`src/rtl/absm_pkg.sv`:
```
// Package: codes, controller states and control structs of the boot slot manager.
package absm_pkg;

  localparam int SLOT_COUNT_DEF = 2;

  localparam logic [2:0] KIND_QUERY      = 3'd0;
  localparam logic [2:0] KIND_UNBOOTABLE = 3'd1;
  localparam logic [2:0] KIND_ACTIVE     = 3'd2;
  localparam logic [2:0] KIND_SUCCESSFUL = 3'd3;
  localparam logic [2:0] KIND_REBOOT     = 3'd4;

  localparam logic [1:0] STATUS_GRANTED     = 2'd0;
  localparam logic [1:0] STATUS_NO_SLOT     = 2'd1;
  localparam logic [1:0] STATUS_RUNNING     = 2'd2;
  localparam logic [1:0] STATUS_NOT_SUCCESS = 2'd3;

  typedef enum logic [1:0] {
    ST_IDLE,
    ST_EVAL,
    ST_SEARCH,
    ST_RESP
  } ctl_state_t;

  typedef struct packed {
    logic load;
    logic eval;
    logic step;
  } ctl_cmd_t;

  typedef struct packed {
    logic need_search;
    logic search_done;
  } ctl_sts_t;

endpackage

```
`src/rtl/absm_cmd_if.sv`:
```
// Interface: event item channel into the boot slot manager.
interface absm_cmd_if;
  logic              valid;
  logic              ready;
  logic [2:0]        kind;
  logic signed [7:0] slot;
  logic              update_requested;

  modport source (output valid, kind, slot, update_requested, input ready);
  modport sink   (input valid, kind, slot, update_requested, output ready);
endinterface

```
`src/rtl/absm_resp_if.sv`:
```
// Interface: result item channel out of the boot slot manager.
interface absm_resp_if;
  logic       valid;
  logic       ready;
  logic [1:0] status;
  logic [3:0] current_slot;
  logic [3:0] active_slot;
  logic       slot_bootable;
  logic       slot_successful;
  logic       update_taken;

  modport source (output valid, status, current_slot, active_slot, slot_bootable,
                  slot_successful, update_taken, input ready);
  modport sink   (input valid, status, current_slot, active_slot, slot_bootable,
                  slot_successful, update_taken, output ready);
endinterface

```
`src/rtl/absm_ctrl.sv`:
```
// Controller: sequences accept, evaluation, rollback search and result hand-off.
module absm_ctrl (
  input  logic              clk,
  input  logic              rst,
  input  logic              in_valid,
  output logic              in_ready,
  output logic              out_valid,
  input  logic              out_ready,
  input  absm_pkg::ctl_sts_t sts,
  output absm_pkg::ctl_cmd_t cmd
);
  import absm_pkg::*;

  ctl_state_t state;
  ctl_state_t state_next;
  logic       in_fire;

  assign in_fire = in_valid && in_ready;

  always_ff @(posedge clk) begin
    if (rst) begin
      state <= ST_IDLE;
    end else begin
      state <= state_next;
    end
  end

  always_comb begin
    state_next = state;
    case (state)
      ST_IDLE: begin
        if (in_fire) state_next = ST_EVAL;
      end
      ST_EVAL: begin
        state_next = sts.need_search ? ST_SEARCH : ST_RESP;
      end
      ST_SEARCH: begin
        if (sts.search_done) state_next = ST_RESP;
      end
      ST_RESP: begin
        if (out_ready) state_next = in_fire ? ST_EVAL : ST_IDLE;
      end
      default: begin
        state_next = ST_IDLE;
      end
    endcase
  end

  always_comb begin
    in_ready  = 1'b0;
    out_valid = 1'b0;
    cmd       = '0;
    case (state)
      ST_IDLE: begin
        in_ready = 1'b1;
      end
      ST_EVAL: begin
        cmd.eval = 1'b1;
      end
      ST_SEARCH: begin
        cmd.step = 1'b1;
      end
      ST_RESP: begin
        out_valid = 1'b1;
        in_ready  = out_ready;
      end
      default: begin
        in_ready = 1'b0;
      end
    endcase
    cmd.load = in_fire;
  end

endmodule

```
`src/rtl/absm_datapath.sv`:
```
// Datapath: slot state, event evaluation, rollback search and result register.
module absm_datapath #(
  parameter int SLOT_COUNT = absm_pkg::SLOT_COUNT_DEF
) (
  input  logic               clk,
  input  logic               rst,
  input  absm_pkg::ctl_cmd_t cmd,
  output absm_pkg::ctl_sts_t sts,
  input  logic [2:0]         kind,
  input  logic [7:0]         slot,
  input  logic               update_requested,
  output logic [1:0]         status,
  output logic [3:0]         current_slot,
  output logic [3:0]         active_slot,
  output logic               slot_bootable,
  output logic               slot_successful,
  output logic               update_taken
);
  import absm_pkg::*;

  localparam int IDX_W = $clog2(SLOT_COUNT);

  logic [IDX_W-1:0]      running;
  logic [IDX_W-1:0]      next_boot;
  logic [SLOT_COUNT-1:0] bootable;
  logic [SLOT_COUNT-1:0] successful;

  logic [2:0]            kind_q;
  logic [7:0]            slot_q;
  logic                  want_q;

  logic [IDX_W-1:0]      srch_idx;
  logic [IDX_W-1:0]      srch_cnt;

  logic                  slot_valid;
  logic [IDX_W-1:0]      tgt;
  logic [IDX_W-1:0]      running_next;
  logic [IDX_W-1:0]      next_boot_next;
  logic [SLOT_COUNT-1:0] bootable_next;
  logic [SLOT_COUNT-1:0] successful_next;
  logic [1:0]            status_next;
  logic                  taken_next;
  logic                  have_flags;
  logic [IDX_W-1:0]      addr;
  logic                  need_search;
  logic                  failed;
  logic                  try_update;
  logic                  rb_ok;
  logic [IDX_W-1:0]      rb_slot;

  logic                  srch_found;
  logic                  srch_last;

  assign slot_valid = slot_q < 8'(SLOT_COUNT);
  assign tgt        = slot_q[IDX_W-1:0];

  always_comb begin
    running_next    = running;
    next_boot_next  = next_boot;
    bootable_next   = bootable;
    successful_next = successful;
    status_next     = STATUS_GRANTED;
    taken_next      = 1'b0;
    have_flags      = 1'b1;
    addr            = running;
    need_search     = 1'b0;
    failed          = !successful[running];
    try_update      = 1'b0;
    rb_ok           = 1'b0;
    rb_slot         = running;
    case (kind_q)
      KIND_QUERY, KIND_UNBOOTABLE, KIND_ACTIVE: begin
        if (!slot_valid) begin
          status_next = STATUS_NO_SLOT;
          have_flags  = 1'b0;
        end else begin
          addr = tgt;
          if (kind_q != KIND_QUERY) begin
            if (tgt == running) begin
              status_next = STATUS_RUNNING;
            end else if (!successful[running]) begin
              status_next = STATUS_NOT_SUCCESS;
            end else if (kind_q == KIND_UNBOOTABLE) begin
              bootable_next[tgt]   = 1'b0;
              successful_next[tgt] = 1'b0;
            end else begin
              next_boot_next       = tgt;
              successful_next[tgt] = 1'b0;
              bootable_next[tgt]   = 1'b1;
            end
          end
        end
      end
      KIND_SUCCESSFUL: begin
        successful_next[running] = 1'b1;
        next_boot_next           = running;
      end
      KIND_REBOOT: begin
        if (failed) bootable_next[running] = 1'b0;
        try_update = want_q && slot_valid && bootable_next[tgt];
        if (try_update) begin
          if (failed) begin
            rb_ok   = tgt != next_boot;
            rb_slot = next_boot;
          end else if (tgt != running) begin
            rb_ok   = 1'b1;
            rb_slot = running;
          end else begin
            need_search = 1'b1;
          end
        end
        if (rb_ok) begin
          running_next         = tgt;
          next_boot_next       = rb_slot;
          successful_next[tgt] = 1'b0;
          taken_next           = 1'b1;
        end else if (!need_search) begin
          running_next   = next_boot;
          next_boot_next = failed ? next_boot : running;
        end
        addr = running_next;
      end
      default: begin
        addr = running;
      end
    endcase
  end

  assign srch_found = successful[srch_idx];
  assign srch_last  = srch_cnt == IDX_W'(1);

  assign sts.need_search = need_search;
  assign sts.search_done = srch_found || srch_last;

  always_ff @(posedge clk) begin
    if (rst) begin
      running    <= '0;
      next_boot  <= '0;
      bootable   <= '1;
      successful <= '1;
    end else if (cmd.eval && !need_search) begin
      running    <= running_next;
      next_boot  <= next_boot_next;
      bootable   <= bootable_next;
      successful <= successful_next;
    end else if (cmd.step) begin
      if (srch_found) begin
        next_boot            <= srch_idx;
        successful[running]  <= 1'b0;
      end else if (srch_last) begin
        running   <= next_boot;
        next_boot <= running;
      end
    end
  end

  always_ff @(posedge clk) begin
    if (cmd.load) begin
      kind_q <= kind;
      slot_q <= slot;
      want_q <= update_requested;
    end
    if (cmd.eval) begin
      srch_idx <= (tgt == '0) ? IDX_W'(SLOT_COUNT - 1) : tgt - 1'b1;
      srch_cnt <= IDX_W'(SLOT_COUNT - 1);
    end else if (cmd.step) begin
      srch_idx <= (srch_idx == '0) ? IDX_W'(SLOT_COUNT - 1) : srch_idx - 1'b1;
      srch_cnt <= srch_cnt - 1'b1;
    end
  end

  always_ff @(posedge clk) begin
    if (cmd.eval && !need_search) begin
      status          <= status_next;
      current_slot    <= 4'(running_next);
      active_slot     <= 4'(next_boot_next);
      slot_bootable   <= have_flags && bootable_next[addr];
      slot_successful <= have_flags && successful_next[addr];
      update_taken    <= taken_next;
    end else if (cmd.step && srch_found) begin
      status          <= STATUS_GRANTED;
      current_slot    <= 4'(running);
      active_slot     <= 4'(srch_idx);
      slot_bootable   <= bootable[running];
      slot_successful <= 1'b0;
      update_taken    <= 1'b1;
    end else if (cmd.step && srch_last) begin
      status          <= STATUS_GRANTED;
      current_slot    <= 4'(next_boot);
      active_slot     <= 4'(running);
      slot_bootable   <= bootable[next_boot];
      slot_successful <= successful[next_boot];
      update_taken    <= 1'b0;
    end
  end

endmodule

```
`src/rtl/ab_boot_slot_manager.sv`:
```
// Top level: A/B boot slot manager with rollback, controller plus datapath.
//
//   channel  role    moves
//   cmd      sink    event item: kind, slot, update_requested
//   resp     source  result item: status, slots, flags of addressed slot, update_taken
//
// An item is accepted, then evaluated; evaluation loads the result register unless a search is needed.
// A reboot that updates to the confirmed running slot walks the slots for a rollback
// candidate, one slot per cycle.
// Reset puts slot 0 as running and active with every slot bootable and successful.
// A result holds until taken; the next item is accepted in the cycle the result leaves.
module ab_boot_slot_manager #(
  parameter int SLOT_COUNT = absm_pkg::SLOT_COUNT_DEF
) (
  input logic        clk,
  input logic        rst,
  absm_cmd_if.sink   cmd,
  absm_resp_if.source resp
);
  import absm_pkg::*;

  ctl_cmd_t ctl_cmd;
  ctl_sts_t ctl_sts;

  absm_ctrl u_ctrl (
    .clk       (clk),
    .rst       (rst),
    .in_valid  (cmd.valid),
    .in_ready  (cmd.ready),
    .out_valid (resp.valid),
    .out_ready (resp.ready),
    .sts       (ctl_sts),
    .cmd       (ctl_cmd)
  );

  absm_datapath #(
    .SLOT_COUNT (SLOT_COUNT)
  ) u_datapath (
    .clk              (clk),
    .rst              (rst),
    .cmd              (ctl_cmd),
    .sts              (ctl_sts),
    .kind             (cmd.kind),
    .slot             (cmd.slot),
    .update_requested (cmd.update_requested),
    .status           (resp.status),
    .current_slot     (resp.current_slot),
    .active_slot      (resp.active_slot),
    .slot_bootable    (resp.slot_bootable),
    .slot_successful  (resp.slot_successful),
    .update_taken     (resp.update_taken)
  );

endmodule

```
`src/flat_wrapper.sv`:
```
// flat-port wrapper written by rule: the top's interface ports become plain ports
module ab_boot_slot_manager_flat import absm_pkg::*;
#(
  parameter int SLOT_COUNT = absm_pkg::SLOT_COUNT_DEF
)
  (clk, rst, cmd_valid, cmd_kind, cmd_slot, cmd_update_requested, cmd_ready, resp_valid, resp_status, resp_current_slot, resp_active_slot, resp_slot_bootable, resp_slot_successful, resp_update_taken, resp_ready);
  absm_cmd_if cmd_i ();
  absm_resp_if resp_i ();
  input logic clk;
  input logic rst;
  input wire logic [$bits(cmd_i.valid)-1:0] cmd_valid;
  input wire logic [$bits(cmd_i.kind)-1:0] cmd_kind;
  input wire logic [$bits(cmd_i.slot)-1:0] cmd_slot;
  input wire logic [$bits(cmd_i.update_requested)-1:0] cmd_update_requested;
  output wire logic [$bits(cmd_i.ready)-1:0] cmd_ready;
  output wire logic [$bits(resp_i.valid)-1:0] resp_valid;
  output wire logic [$bits(resp_i.status)-1:0] resp_status;
  output wire logic [$bits(resp_i.current_slot)-1:0] resp_current_slot;
  output wire logic [$bits(resp_i.active_slot)-1:0] resp_active_slot;
  output wire logic [$bits(resp_i.slot_bootable)-1:0] resp_slot_bootable;
  output wire logic [$bits(resp_i.slot_successful)-1:0] resp_slot_successful;
  output wire logic [$bits(resp_i.update_taken)-1:0] resp_update_taken;
  input wire logic [$bits(resp_i.ready)-1:0] resp_ready;
  assign cmd_i.valid = cmd_valid;
  assign cmd_i.kind = cmd_kind;
  assign cmd_i.slot = cmd_slot;
  assign cmd_i.update_requested = cmd_update_requested;
  assign cmd_ready = cmd_i.ready;
  assign resp_valid = resp_i.valid;
  assign resp_status = resp_i.status;
  assign resp_current_slot = resp_i.current_slot;
  assign resp_active_slot = resp_i.active_slot;
  assign resp_slot_bootable = resp_i.slot_bootable;
  assign resp_slot_successful = resp_i.slot_successful;
  assign resp_update_taken = resp_i.update_taken;
  assign resp_i.ready = resp_ready;
  ab_boot_slot_manager #(.SLOT_COUNT(SLOT_COUNT)) u_core (.clk(clk), .rst(rst), .cmd(cmd_i), .resp(resp_i));
endmodule
```
`config.mk`:
```
export PLATFORM = sky130hd
export DESIGN_NAME = ab_boot_slot_manager_flat
export DESIGN_NICKNAME = d
export VERILOG_FILES = /design/src/rtl/absm_pkg.sv /design/src/rtl/absm_cmd_if.sv /design/src/rtl/absm_resp_if.sv /design/src/rtl/absm_ctrl.sv /design/src/rtl/absm_datapath.sv /design/src/rtl/ab_boot_slot_manager.sv /design/src/flat_wrapper.sv
export SDC_FILE = /design/constraint.sdc
export NUM_CORES = 1
export LEC_CHECK = 0
export ABC_AREA = 0
export BUFFER_PORTS_ARGS = -buffer_cell sky130_fd_sc_hd__buf_2
export CAP_MARGIN = 20
export CORE_MARGIN = 4
export CORE_UTILIZATION = 40
export CTS_BUF_LIST = sky130_fd_sc_hd__clkbuf_8
export CTS_CLUSTER_SIZE = 25
export DETAILED_ROUTE_END_ITERATION = 10
export GPL_TIMING_DRIVEN = 0
export HOLD_SLACK_MARGIN = 0.06
export PLACE_DENSITY = 0.61
export SLEW_MARGIN = 20
export SYNTH_ARGS = -nofsm -noshare
export SYNTH_HDL_FRONTEND = slang
export SYNTH_SLANG_ARGS = --single-unit
```
`constraint.sdc`:
```
create_clock -name clk -period 2.42 [get_ports clk]
set_input_delay 0.484 -clock clk [delete_from_list [all_inputs] [get_ports clk]]
set_output_delay 0.484 -clock clk [all_outputs]
set_load 0.02 [all_outputs]
```
Word level (Yosys, flattened, before mapping)
Cells that the tools add are included.
{"block": "word_totals", "output_inout_bits": 15, "input_bits": 16, "register_bits": 29, "word_cells": 185}
{"block": "op_classes", "reduce_logical": 26, "mux": 110, "eq_ne": 14, "addsub": 3, "n_lt_le_gt_ge": 8, "bitwise": 8}
{"op": "1-bit two-way mux", "n": 76}
{"op": "2-bit two-way mux", "n": 26}
{"op": "1-bit logical AND", "n": 10}
{"op": "1-bit by 2-bit less-than comparator with 1-bit output, second input constant", "n": 5}
{"op": "3-bit nonzero test", "n": 3}
{"op": "2-bit bitwise AND", "n": 4}
{"op": "8-bit by 2-bit less-than comparator with 1-bit output, second input constant", "n": 1}
{"op": "2-bit one-hot mux with 4 select lines", "n": 1}
{"op": "2-bit nonzero test", "n": 4}
{"op": "3-bit by 2-bit == test with 1-bit output, second input constant", "n": 2}
{"op": "2-bit one-hot mux with 3 select lines", "n": 1}
{"op": "3-bit AND reduction", "n": 2}
{"op": "2-bit == test, second input constant", "n": 2}
{"op": "2-bit by 1-bit inequality test with 1-bit output, second input constant", "n": 2}
{"op": "2-bit inequality test, second input constant", "n": 2}
{"op": "2-bit NOT", "n": 2}
{"op": "2-bit bitwise OR", "n": 2}
{"op": "1-bit one-hot mux with 2 select lines", "n": 2}
{"op": "2-bit one-hot mux with 2 select lines", "n": 1}
{"op": "2-bit AND reduction", "n": 2}
{"op": "3-bit by 1-bit == test with 1-bit output, second input constant", "n": 1}
{"op": "3-bit == test, second input constant", "n": 1}
{"op": "3-bit zero test", "n": 1}
{"op": "1-bit one-hot mux with 3 select lines", "n": 1}
{"op": "other kinds (10)", "n": 15}

Depth between registers and ports, before layout
Gate-level depths: netlist of run 1.
{"block": "depth", "ltp_word": 20, "ltp_mapped": 8, "mapped_depth_nobuf": 8}

Cells and area by module
A second synthesis of run 1 with hierarchy kept.
{"block": "hier_totals", "hier_cells": 198, "area_unflattened_um2": 1953.1}
{"module": "absm_datapath", "area_per_inst_um2": 1762.9, "cells_each": 175, "n_inst": 1, "seq_area_each_um2": 740.7}
{"module": "absm_ctrl", "area_per_inst_um2": 190.2, "cells_each": 23, "n_inst": 1, "seq_area_each_um2": 40.0}

Worst setup path before layout of run 1
OpenSTA, ideal clock, no wires.
{"block": "synth_path", "path_type": "register to register", "from": "register u_core.u_datapath.slot_q[4]", "to": "register u_core.u_datapath.slot_successful (data pin)", "arrival_ns": 1.942, "required_ns": 2.155, "path_stages_with_launch": 7, "setup_time_ns": 0.265, "path_buffers": 0, "path_slack_ns": 0.213, "period_less_slack_ns": 2.207, "cell_sequence": "edfxtp_1 > or4_4 > or2_4 > o311a_1 > a311o_1 > nand3_1 > o211ai_1"}
{"block": "synth_via", "elab_chain_cells": 12, "word_cells_on_any_way": 23, "classes_between": "1 x order compare; 17 x mux; 5 x reduce/logical"}
{"item": "start, declared", "line_no": "absm_datapath.sv:29", "source": "logic [7:0] slot_q;"}
{"item": "start signal, assigned", "line_no": "absm_datapath.sv:160", "source": "slot_q <= slot;"}
{"item": "8-bit by 2-bit less-than comparator with 1-bit output *", "line_no": "absm_datapath.sv:54", "source": "assign slot_valid = slot_q < 8'(SLOT_COUNT);"}
{"item": "1-bit logical AND (2 in a row)", "line_no": "absm_datapath.sv:100", "source": "try_update = want_q && slot_valid && bootable_next[tgt];"}
{"item": "1-bit two-way mux", "line_no": "absm_datapath.sv:101", "source": "if (try_update) begin"}
{"item": "1-bit two-way mux", "line_no": "absm_datapath.sv:71", "source": "case (kind_q)"}
{"item": "1-bit two-way mux", "line_no": "absm_datapath.sv:117", "source": "end else if (!need_search) begin"}
{"item": "1-bit two-way mux", "line_no": "absm_datapath.sv:112", "source": "if (rb_ok) begin"}
{"item": "1-bit one-hot mux with 2 select lines", "line_no": "absm_datapath.sv:71"}
{"item": "1-bit two-way mux (not written as such) (2 in a row)", "line_no": "absm_datapath.sv:178", "source": "slot_successful <= have_flags && successful_next[addr];"}
{"item": "1-bit logical AND", "line_no": "absm_datapath.sv:178"}
{"item": "1-bit two-way mux *", "line_no": "absm_datapath.sv:173", "source": "if (cmd.eval && !need_search) begin"}
{"item": "end signal, assigned", "line_no": "absm_datapath.sv:178"}
{"item": "end signal, assigned", "line_no": "absm_datapath.sv:192", "source": "slot_successful <= successful[next_boot];"}
{"item": "end, declared", "line_no": "absm_datapath.sv:16", "source": "output logic slot_successful,"}
Every way passes the cells marked *; elsewhere a longest branch is shown, timed or not. The select of a mux whose other input is x is not followed.
A chain may end at the register's enable or synchronous reset.

Final worst setup path of run 1
Same ends and word-level chain as after synthesis.

==> impl_metrics.env, run 1 <==
export IMPL_drtIter0Drc=128
export IMPL_layout_drive_gt1_share=0.266
export IMPL_final_area_sq_um=2160
export IMPL_cp_required_ps=2450
export IMPL_cp_end_kind="flip-flop"
export IMPL_cts_sinks=29
export IMPL_routed_wl_um=4060
export IMPL_hold_path_end="u_core.u_datapath.kind_q[2]"
export IMPL_cts_root_buf="clkbuf_8"
export IMPL_fp_dieW_um=75.7
export IMPL_fin_crit_sh=0.961
export IMPL_powerDensity_nw_per_um2=1100
export IMPL_path_clk_slew_ps=70
export IMPL_numCtsBuffers=5
export IMPL_placed_area_sq_um=2040
export IMPL_synth_edf_count=20
export IMPL_gp_congestion=0.898
export IMPL_dp_hpwl_um=3060
export IMPL_nets=248
export IMPL_yosysSeqAreaShare=0.426
export IMPL_grt_ovfl_total=0
export IMPL_setup_tns_ps=0
export IMPL_synth_cell_types=51
export IMPL_max_cap_violations=0
export IMPL_synth_top_area_frac=0.328
export IMPL_synth_area_sq_um=1830
export IMPL_dieArea_sq_um=5730
export IMPL_drc=0
export IMPL_core_area_sq_um=4380
export IMPL_synth_cells=191
export IMPL_vias=1528
export IMPL_netlist_top_cell_by_area="edfxtp_1"
export IMPL_status="finished clean"
export IMPL_cp_max_fo=5
export IMPL_first_pass_iters=4
export IMPL_cts_tree="built"
export IMPL_rsz0062_at_grt="false"
export IMPL_ys_warn_count=0
export IMPL_placementRows=24
export IMPL_start_kind="flip-flop"
export IMPL_path_class="flip-flop to flip-flop"
export IMPL_reg2reg_from="u_core.u_datapath.slot_q[4]"
export IMPL_ant_nets=0
export IMPL_r2r_end="u_core.u_datapath.slot_successful"
export IMPL_clock_skew_ps=8.31
export IMPL_grt_pass1_vias=1369
export IMPL_gr_usage_all_layers=0.154
export IMPL_htreeDepth=2
export IMPL_syn_to_final_growth_pct=17.7
export IMPL_period_needed_ps=2330
export IMPL_hold_path_class="input port to flip-flop"
export IMPL_grt_pass1_wl_um=6570
export IMPL_ios=31
export IMPL_worstMarginPinSlew_ps=585
export IMPL_synthFlopType="edfxtp_1"
export IMPL_grt_max_degree=15
export IMPL_wl_per_cell_um=14.4
export IMPL_hold_buffers=0
export IMPL_diodes=0
export IMPL_finalCoreUtilization=0.492
export IMPL_antenna_found_initial=0
export IMPL_fmax_mhz=430
export IMPL_setup_ws_ps=93.5
export IMPL_port_buffers=24
export IMPL_rr_worst_depth=6
export IMPL_dp_slack_ps=-280
export IMPL_hp_start="cmd_kind[2]"
export IMPL_hold_viol_final=0
export IMPL_synth_area_top_cells="edfxtp_1, dfxtp_1, nand2_1"
export IMPL_min_path_cells=1
export IMPL_die_height_um=75.7
export IMPL_r2r_setup_slack_ps=90
export IMPL_avgSynthCellArea_sq_um=9.59
export IMPL_final_max_slew_viol_count=0
export IMPL_ys_seq_elements=29
export IMPL_cts_buffer_depth=2
export IMPL_via_per_inst=5.44
export IMPL_initial_utilization=0.418
export IMPL_clock_latency_ps=280
export IMPL_critical_path_arrival_ps=2360
export IMPL_maxSlewHeadroom=0.610
export IMPL_setup_violations=0
export IMPL_ir_drop_v=0.000478
export IMPL_p_leak_nw=0.845
export IMPL_async_reset_ff_frac=0
## power by group
part / internal [W] / total [W] / switching (W) / leakage [nW]
registers: 0.000761 / 0.000842 / 0.0000812 / 0.263
logic: 0.000419 / 0.00116 / 0.000738 / 0.539
clock network: 0.000193 / 0.000376 / 0.000183 / 0.0430
total: 0.00137 / 0.00238 / 0.00100 / 0.845
## registers in the layout, indices dropped and copies added, names as in the netlist, 2 cells and up
name	count
u_core.u_datapath.kind_q	3
u_core.u_datapath.bootable	2
u_core.u_datapath.status	2
u_core.u_ctrl.state	2
u_core.u_datapath.successful	2
u_core.u_datapath.slot_q	8
## metal layers
metal,GRT usage,up-vias,part of all wire,wire [um]
li1,-,770,-,-
met4,0.0544,0,0.015,61
met1,0.215,682,0.47,1900
met5,0,-,0,0
met2,0.228,68,0.44,1770
met3,0.0409,8,0.080,323
## worst max-delay path by stage
stage	depth (start not counted)	start	slack, ps	endpoint
2_1_floorplan	6	u_core.u_datapath.slot_q[4]	210	u_core.u_datapath.slot_successful
3_3_place_gp	6	u_core.u_datapath.kind_q[1]	-330	u_core.u_datapath.status[0]
3_5_place_dp	6	u_core.u_datapath.kind_q[0]	-280	u_core.u_datapath.status[1]
4_1_cts	6	u_core.u_datapath.slot_q[4]	30	u_core.u_datapath.update_taken
5_1_grt	6	u_core.u_datapath.slot_q[4]	10	u_core.u_datapath.slot_successful
6_report	6	u_core.u_datapath.slot_q[4]	90	u_core.u_datapath.slot_successful
## cell usage in the layout, fill, tap and decap left out, drive strengths merged, types with 2 or more instances in the layout
| cell | n |
|---|---|
| a211oi | 2 |
| clkinv | 3 |
| nor2 | 16 |
| xnor2 | 2 |
| dfxtp | 9 |
| clkbuf | 10 |
| nand3b | 2 |
| mux2 | 5 |
| o21ai | 9 |
| nor4b | 3 |
| edfxtp | 20 |
| nor3b | 2 |
| nor2b | 2 |
| inv | 7 |
| o41ai | 2 |
| or3 | 2 |
| o22ai | 3 |
| nor3 | 4 |
| nand2 | 27 |
| a221oi | 2 |
| mux2i | 8 |
| conb | 6 |
| ha | 4 |
| o211ai | 6 |
| a31oi | 3 |
| buf | 38 |
| nand2b | 2 |
| nand4 | 3 |
| nand3 | 7 |
| a2111o | 2 |
| a21oi | 3 |
| o221ai | 2 |
| a211o | 2 |
## critical path: stages, from the launching register on
cell,delay (ps)
edfxtp_1,370
or4_4,580
or2_4,300
o311a_1,300
a311o_1,370
nand3_1,80
o211ai_1,80
## stage by stage
step / hold slack (ps) / cells / power, W
floorplan: 467 / 196 / 0.00169
finish: 369 / 281 / 0.00238
global route: 366 / 281 / 0.00254
CTS: 364 / 280 / 0.00236
detailed placement: 503 / 272 / 0.00197
global placement: 508 / 272 / 0.00197
## timing repair
action                                  4_1_cts  5_1_grt
buffers inserted                              0        1
endpoints found under the setup margin       14       12
gates resized for setup                       2        6
cloned                                        0        0
pin swaps                                     0        3
## logic make-up (layout without fill, tap and decap cells)
logic type,after synthesis,in the layout,share of synthesized area
flops,29,29,0.426
other cells,1,6,0.00205
simple gates,74,74,0.216
buf+inv,25,58,0.0697
mux,13,13,0.0765
fa+ha+maj,4,4,0.0273
compound gates,43,43,0.173
xor+xnor,2,2,0.00956
## synthesized netlist by cell type (3+ instances only)
cell / number
mux2i_1: 8
nand2_1: 27
inv_1: 7
buf_2: 6
dfxtp_1: 9
edfxtp_1: 20
nor3_1: 4
ha_1: 4
nor2_1: 15
o21ai_0: 9
a31oi_1: 3
nand3_1: 6
mux2_2: 4
nand4_1: 3
clkbuf_1: 4
a21oi_1: 3
o22ai_1: 3
buf_4: 7
o211ai_1: 5
## layout make-up
| type | count | area (sq um) |
|---|---|---|
| fill | 418 | 2230 |
| buffer | 18 | 104 |
| inverter | 7 | 26.3 |
| tap | 52 | 65.1 |
| timing repair buffer | 25 | 128 |
| clock buffer | 5 | 68.8 |
| sequential | 29 | 781 |
| multi-input combinational | 142 | 971 |
| clock inverter | 3 | 12.5 |
Power figures use the tool's default switching activity.
==> inputs of run 2 (changes only) <==
SYNTH_HIERARCHICAL = 1   (was unset)
==> run 2 against run 1 <==
Net effect:
- clock skew decreased by 2.8 ps
- largest cell class unchanged
- sequential share of layout area is 2.3 points lower
- power increased by 26%
- highest routed layer unchanged
- critical endpoint is now u_core/u_datapath/slot_successful
- first-iteration DRC count fell by 9.4%
- combinational power increased by 37%
- via count grew 3.7%
- critical path type unchanged
==> impl_metrics.env, run 2 <==
export IMPL_status="finished clean"
export IMPL_yosysSeqAreaShare=0.400
export IMPL_final_max_slew_viol_count=0
export IMPL_hold_buffers=0
export IMPL_synth_area_sq_um=1950
export IMPL_synth_cell_types=64
export IMPL_top_layer_used="met4"
export IMPL_hold_path_class="input port to flip-flop"
export IMPL_path_clk_slew_ps=70
export IMPL_worstMarginPinSlew_ps=500
export IMPL_worst_path_buf_inv=1
export IMPL_ys_warn_count=6
export IMPL_maxSlewHeadroom=0.666
export IMPL_setup_violations=0
export IMPL_seq_area_sq_um=781
export IMPL_wl_per_cell_um=13.6
export IMPL_dp_slack_ps=150
export IMPL_core_area_sq_um=4720
export IMPL_met2WireLength_um=1840
export IMPL_period_needed_ps=2300
export IMPL_wl_met3_um=334
export IMPL_p_leak_nw=0.927
export IMPL_yosysMostFrequentCell="nand2_1"
export IMPL_mostFrequentLayoutCell="buf_2"
export IMPL_drtIter0Drc=116
export IMPL_numCtsBuffers=5
export IMPL_gr_usage_all_layers=0.146
export IMPL_cp_max_fo=9
export IMPL_wl_met1_um=1870
export IMPL_crit_family="compound AO/OA/AOI/OAI gates"
export IMPL_largest_reg_flops=8
export IMPL_diodes=0
export IMPL_start_kind="flip-flop"
export IMPL_fillCellCount=444
export IMPL_synth_top_area_frac=0.307
export IMPL_setup_ws_ps=121
export IMPL_syn_to_final_growth_pct=17.7
export IMPL_path_class="flip-flop to flip-flop"
export IMPL_slowest_delay_ps=390
export IMPL_synth_commonest_cells="nand2_1, edfxtp_1, nor2_1"
export IMPL_rsz0062_at_grt="false"
export IMPL_ios=31
export IMPL_nets=254
export IMPL_layout_drive_gt1_share=0.285
export IMPL_multi_input_area_sq_um=985
export IMPL_gp_congestion=0.872
export IMPL_cts_root_buf="clkbuf_8"
export IMPL_cp_required_ps=2460
export IMPL_cp_end_kind="flip-flop"
export IMPL_async_reset_ff_frac=0
export IMPL_first_pass_iters=4
export IMPL_initial_utilization=0.414
export IMPL_dp_hpwl_um=3050
export IMPL_synth_cells=198
export IMPL_vias=1584
export IMPL_routed_wl_um=4110
export IMPL_port_buffers=24
export IMPL_synth_edf_count=20
export IMPL_ys_seq_elements=29
export IMPL_avgSynthCellArea_sq_um=9.86
export IMPL_synth_area_top_cells="edfxtp_1, dfxtp_1, nand2_1"
export IMPL_synthFlopType="edfxtp_1"
export IMPL_ant_nets=0
export IMPL_powerDensity_nw_per_um2=1300
export IMPL_max_cap_violations=0
export IMPL_cp_slowest_cell="edfxtp_1"
export IMPL_cts_buffer_depth=2
export IMPL_grt_max_degree=13
export IMPL_cts_sinks=29
export IMPL_hold_viol_final=0
export IMPL_critical_path_arrival_ps=2330
export IMPL_via_per_inst=5.25
export IMPL_antenna_found_initial=0
export IMPL_clock_skew_ps=5.55
export IMPL_setup_tns_ps=0
export IMPL_fmax_mhz=435
export IMPL_cts_tree="built"
export IMPL_fin_crit_sh=0.950
export IMPL_htreeDepth=2
export IMPL_clock_latency_ps=280
export IMPL_path_cells="buf_6 -> nor3b_4 -> nand2_1 -> o311a_1 -> a211o_1 -> o211a_1 -> a311o_1"
export IMPL_dieArea_sq_um=6060
export IMPL_grt_ovfl_total=0
export IMPL_placementRows=25
export IMPL_grt_pass1_wl_um=6980
export IMPL_top_register="u_core/u_datapath/slot_q"
export IMPL_reg_top3="u_core/u_datapath/slot_q x8, u_core/u_datapath/kind_q x3"
export IMPL_ir_drop_v=0.000609
export IMPL_die_height_um=77.9
export IMPL_drc=0
export IMPL_netlist_top_cell_by_area="edfxtp_1"
export IMPL_fp_dieW_um=77.9
export IMPL_grt_pass1_vias=1486
export IMPL_layout_common_cells="buf_2, nand2_1, edfxtp_1"
## run 2: final cells by class
| class | count | area share |
|---|---|---|
| multi-input combinational | 144 | 0.428 |
| sequential | 29 | 0.339 |
| buffer | 21 | 0.0789 |
| timing repair buffer | 24 | 0.0522 |
| tap | 67 | 0.0365 |
| clock buffer | 5 | 0.0299 |
| clock inverter | 3 | 0.0201 |
| inverter | 9 | 0.0147 |
## run 2: per-layer routing
metal,track usage,vias to the layer above
met5,0,-
met4,0.0694,0
met3,0.0371,7
met2,0.218,69
met1,0.195,723
li1,-,785
## run 2: stage by stage
stage	utilization	std cells	hold slack, ps	instance area [sq um]	total power (W)
floorplan	-	203	473	1970	0.00212
global placement	0.461	294	508	2180	0.00247
detailed placement	0.461	294	510	2180	0.00247
CTS	0.485	302	364	2290	0.00298
global route	0.487	302	356	2300	0.00322
finish	0.487	302	373	2300	0.00299
## run 2: kinds of logic (layout without fill, tap and decap cells)
kind of cell / Yosys count / in the layout / share of synthesized area
fa+ha+maj: 4 / 4 / 0.0256
xor+xnor: 4 / 4 / 0.0218
flops: 29 / 29 / 0.400
mux: 8 / 8 / 0.0448
buf+inv: 30 / 62 / 0.110
simple gates: 73 / 73 / 0.200
compound gates: 49 / 49 / 0.197
other cells: 1 / 6 / 0.00192
## run 2: timing repair
| action | CTS | global route |
|---|---|---|
| resized for setup | 0 | 3 |
| setup endpoints to repair | 0 | 2 |
| setup buffers | 0 | 0 |
## run 2: final timing paths
kind / cells after the start / slack [ps] / start / to
max reg2reg: 7 / 120 / u_core/u_datapath/kind_q[0] / u_core/u_datapath/slot_successful
min reg2reg: 2 / 530 / u_core/u_datapath/srch_cnt / u_core/u_datapath/srch_cnt
min: 1 / 370 / cmd_update_requested / u_core/u_datapath/want_q
max: 7 / 120 / u_core/u_datapath/kind_q[0] / u_core/u_datapath/slot_successful
## run 2: power by group
part	internal [W]	total (W)	switching (W)	leakage (nW)
sequential	0.000794	0.000894	0.000100	0.263
combinational	0.000655	0.00159	0.000937	0.609
clock	0.000308	0.000504	0.000197	0.0543
total	0.00176	0.00299	0.00123	0.927
## run 2: worst register-to-register path, delay by kind of cell, from the launching register on
family                 cells  cell delay (ps)
flip-flops                 1              390
AO/OA/AOI/OAI              4             1100
AND/OR/NAND/NOR            2              410
buffers and inverters      1              160
==> inputs of run 3 (changes only) <==
PLACE_DENSITY = 0.63   (was 0.61)
clock period = 2.05 ns   (was 2.42 ns; I/O delays follow)
==> run 3 against run 2 <==
Net effect:
- the flow now finishes with violations (setup timing)
- sequential power increased by 20%
- design area increased by 12%
- non-clock buffer count increased by 16
- critical path depth unchanged
- global-route usage increased by 1.0 points
- power increased by 31%
- clock skew increased by 1.2 ps
- largest cell class unchanged
==> impl_metrics.env, run 3 (synthesis gave the netlist of run 2 again) <==
export IMPL_top_register="u_core/u_datapath/slot_q"
export IMPL_initial_utilization=0.414
export IMPL_port_buffers=24
export IMPL_reg_top3="u_core/u_datapath/slot_q x8, u_core/u_datapath/kind_q x3"
export IMPL_layout_drive_gt1_share=0.402
export IMPL_cts_sinks=29
export IMPL_wl_per_cell_um=14.3
export IMPL_cp_end_kind="flip-flop"
export IMPL_p_int_w=0.00229
export IMPL_p_total_w=0.00392
export IMPL_via_per_inst=5.22
export IMPL_violations="setup timing"
export IMPL_net_switching_power_w=0.00163
export IMPL_core_area_sq_um=4720
export IMPL_rsz0062_at_grt="true"
export IMPL_maxSlewHeadroom=0.625
export IMPL_max_cap_violations=0
export IMPL_status="finished, violations left"
export IMPL_fillCellCount=430
export IMPL_cts_buffer_depth=2
export IMPL_hold_buffers=0
export IMPL_mostFrequentLayoutCell="buf_4"
export IMPL_ir_drop_v=0.000720
export IMPL_ant_nets=0
export IMPL_p_leak_nw=1.04
export IMPL_cp_required_ps=2070
export IMPL_routed_wl_um=4560
export IMPL_slowest_delay_ps=380
export IMPL_drc=0
export IMPL_fp_dieW_um=77.9
export IMPL_path_cells="buf_6 -> nor3b_4 -> and2_4 -> a41o_2 -> a21oi_1 -> o211a_1 -> a311o_1"
export IMPL_path_clk_slew_ps=70
export IMPL_finalCoreUtilization=0.545
export IMPL_dp_hpwl_um=3040
export IMPL_start_kind="flip-flop"
export IMPL_antenna_found_initial=0
export IMPL_gr_usage_all_layers=0.156
export IMPL_grt_ovfl_total=0
export IMPL_placementRows=25
export IMPL_fin_hold_ws_ps=302
export IMPL_cts_root_buf="clkbuf_8"
export IMPL_placed_area_sq_um=2180
export IMPL_critical_path_arrival_ps=2170
export IMPL_final_area_sq_um=2580
export IMPL_die_height_um=77.9
export IMPL_grt_pass1_vias=1570
export IMPL_grt_max_degree=13
export IMPL_r2r_end="u_core/u_datapath/slot_bootable"
export IMPL_clock_latency_ps=280
export IMPL_hold_viol_final=0
export IMPL_vias=1659
export IMPL_htreeDepth=2
export IMPL_min_path_cells=1
export IMPL_combPwrFrac=0.578
export IMPL_cp_slowest_cell="edfxtp_1"
export IMPL_worst_path_buf_inv=1
export IMPL_swShare=0.415
export IMPL_crit_start="u_core/u_datapath/kind_q[0]"
export IMPL_power_share_clock=0.149
export IMPL_crit_family="compound AO/OA/AOI/OAI gates"
export IMPL_nets=270
export IMPL_setup_ws_ps=-99.7
export IMPL_rr_worst_depth=7
export IMPL_setup_tns_ps=-226
export IMPL_path_class="flip-flop to flip-flop"
export IMPL_cts_tree="built"
export IMPL_drtIter0Drc=184
export IMPL_period_needed_ps=2150
export IMPL_pwr_share_seq=0.273
export IMPL_cp_depth=7
export IMPL_numCtsBuffers=5
export IMPL_hold_path_class="input port to flip-flop"
export IMPL_diodes=0
export IMPL_layout_common_cells="buf_4, buf_2, nand2_1"
export IMPL_clock_skew_ps=6.71
export IMPL_first_pass_iters=4
export IMPL_ios=31
export IMPL_reg2reg_from="u_core/u_datapath/kind_q[0]"
export IMPL_fin_crit_sh=1.05
export IMPL_setup_violations=3
export IMPL_crit_end="u_core/u_datapath/slot_bootable"
export IMPL_dieArea_sq_um=6060
export IMPL_largest_reg_flops=8
export IMPL_final_max_slew_viol_count=0
export IMPL_fmax_mhz=465
export IMPL_gp_congestion=0.883
export IMPL_worstMarginPinSlew_ps=562
export IMPL_r2r_setup_slack_ps=-100
export IMPL_syn_to_final_growth_pct=31.9
export IMPL_powerDensity_nw_per_um2=1520
export IMPL_cp_max_fo=9
export IMPL_grt_pass1_wl_um=7420
## run 3: cell types whose count changed in the layout (fill, tap and decap cells not counted), sizes merged
cell / change
clkbuf: +1
buf: +15
## run 3: timing repair
item | in CTS | in global routing
cloned | 0 | 0
gates resized for setup | 17 | 17
setup buffers | 14 | 2
endpoints found under the setup margin | 17 | 17
pin swaps | 10 | 3
## run 3: routing by layer
layer,up-vias,share of wire,GRT usage
met3,6,0.068,0.0476
met1,774,0.44,0.196
met5,-,0,0
met4,0,0.012,0.0712
li1,816,-,-
met2,63,0.48,0.244
## run 3: area by class of cell
type                            count  area, sq um  share of cell area
Buffer                             21          186              0.0724
Clock buffer                        5         68.8              0.0267
Clock inverter                      3         41.3              0.0160
Inverter                            9         33.8              0.0131
Multi-Input combinational cell    144         1140               0.443
Sequential cell                    29          781               0.303
Tap cell                           67         83.8              0.0325
Timing Repair Buffer               40          240              0.0932
## run 3: worst min path at each step
stage | slack, ps | start | end
finish | 300 | cmd_kind[0] | u_core/u_datapath/kind_q[0]
global route | 280 | cmd_slot[2] | u_core/u_datapath/slot_q[2]
CTS | 300 | cmd_slot[0] | u_core/u_datapath/slot_q[0]
detailed placement | 510 | u_core/u_datapath/bootable[1] | u_core/u_datapath/bootable[1]
global placement | 500 | u_core/u_datapath/bootable[1] | u_core/u_datapath/bootable[1]
floorplan | 470 | u_core/u_datapath/bootable[1] | u_core/u_datapath/bootable[1]
## run 3: through the flow
stage,setup WS (ps),std cells
2_1_floorplan,3.64,203
3_3_place_gp,-191,294
3_5_place_dp,-189,294
4_1_cts,-124,316
5_1_grt,-205,318
6_report,-99.7,318
## run 3: worst register-to-register path, cell delays in order (launching register included)
cell      delay [ps]
edfxtp_1         380
buf_6            160
nor3b_4          290
and2_4           220
a41o_2           260
a21oi_1          100
o211a_1          140
a311o_1          330
## run 3: power by group through the flow
stage | clock network (W) | registers (W) | logic (W)
after floorplan | 0 | 0.00114 | 0.00136
after global placement | 0 | 0.00106 | 0.00183
after detailed placement | 0 | 0.00106 | 0.00185
after CTS | 0.000593 | 0.00107 | 0.00206
after global routing | 0.000631 | 0.00110 | 0.00247
final | 0.000583 | 0.00107 | 0.00226
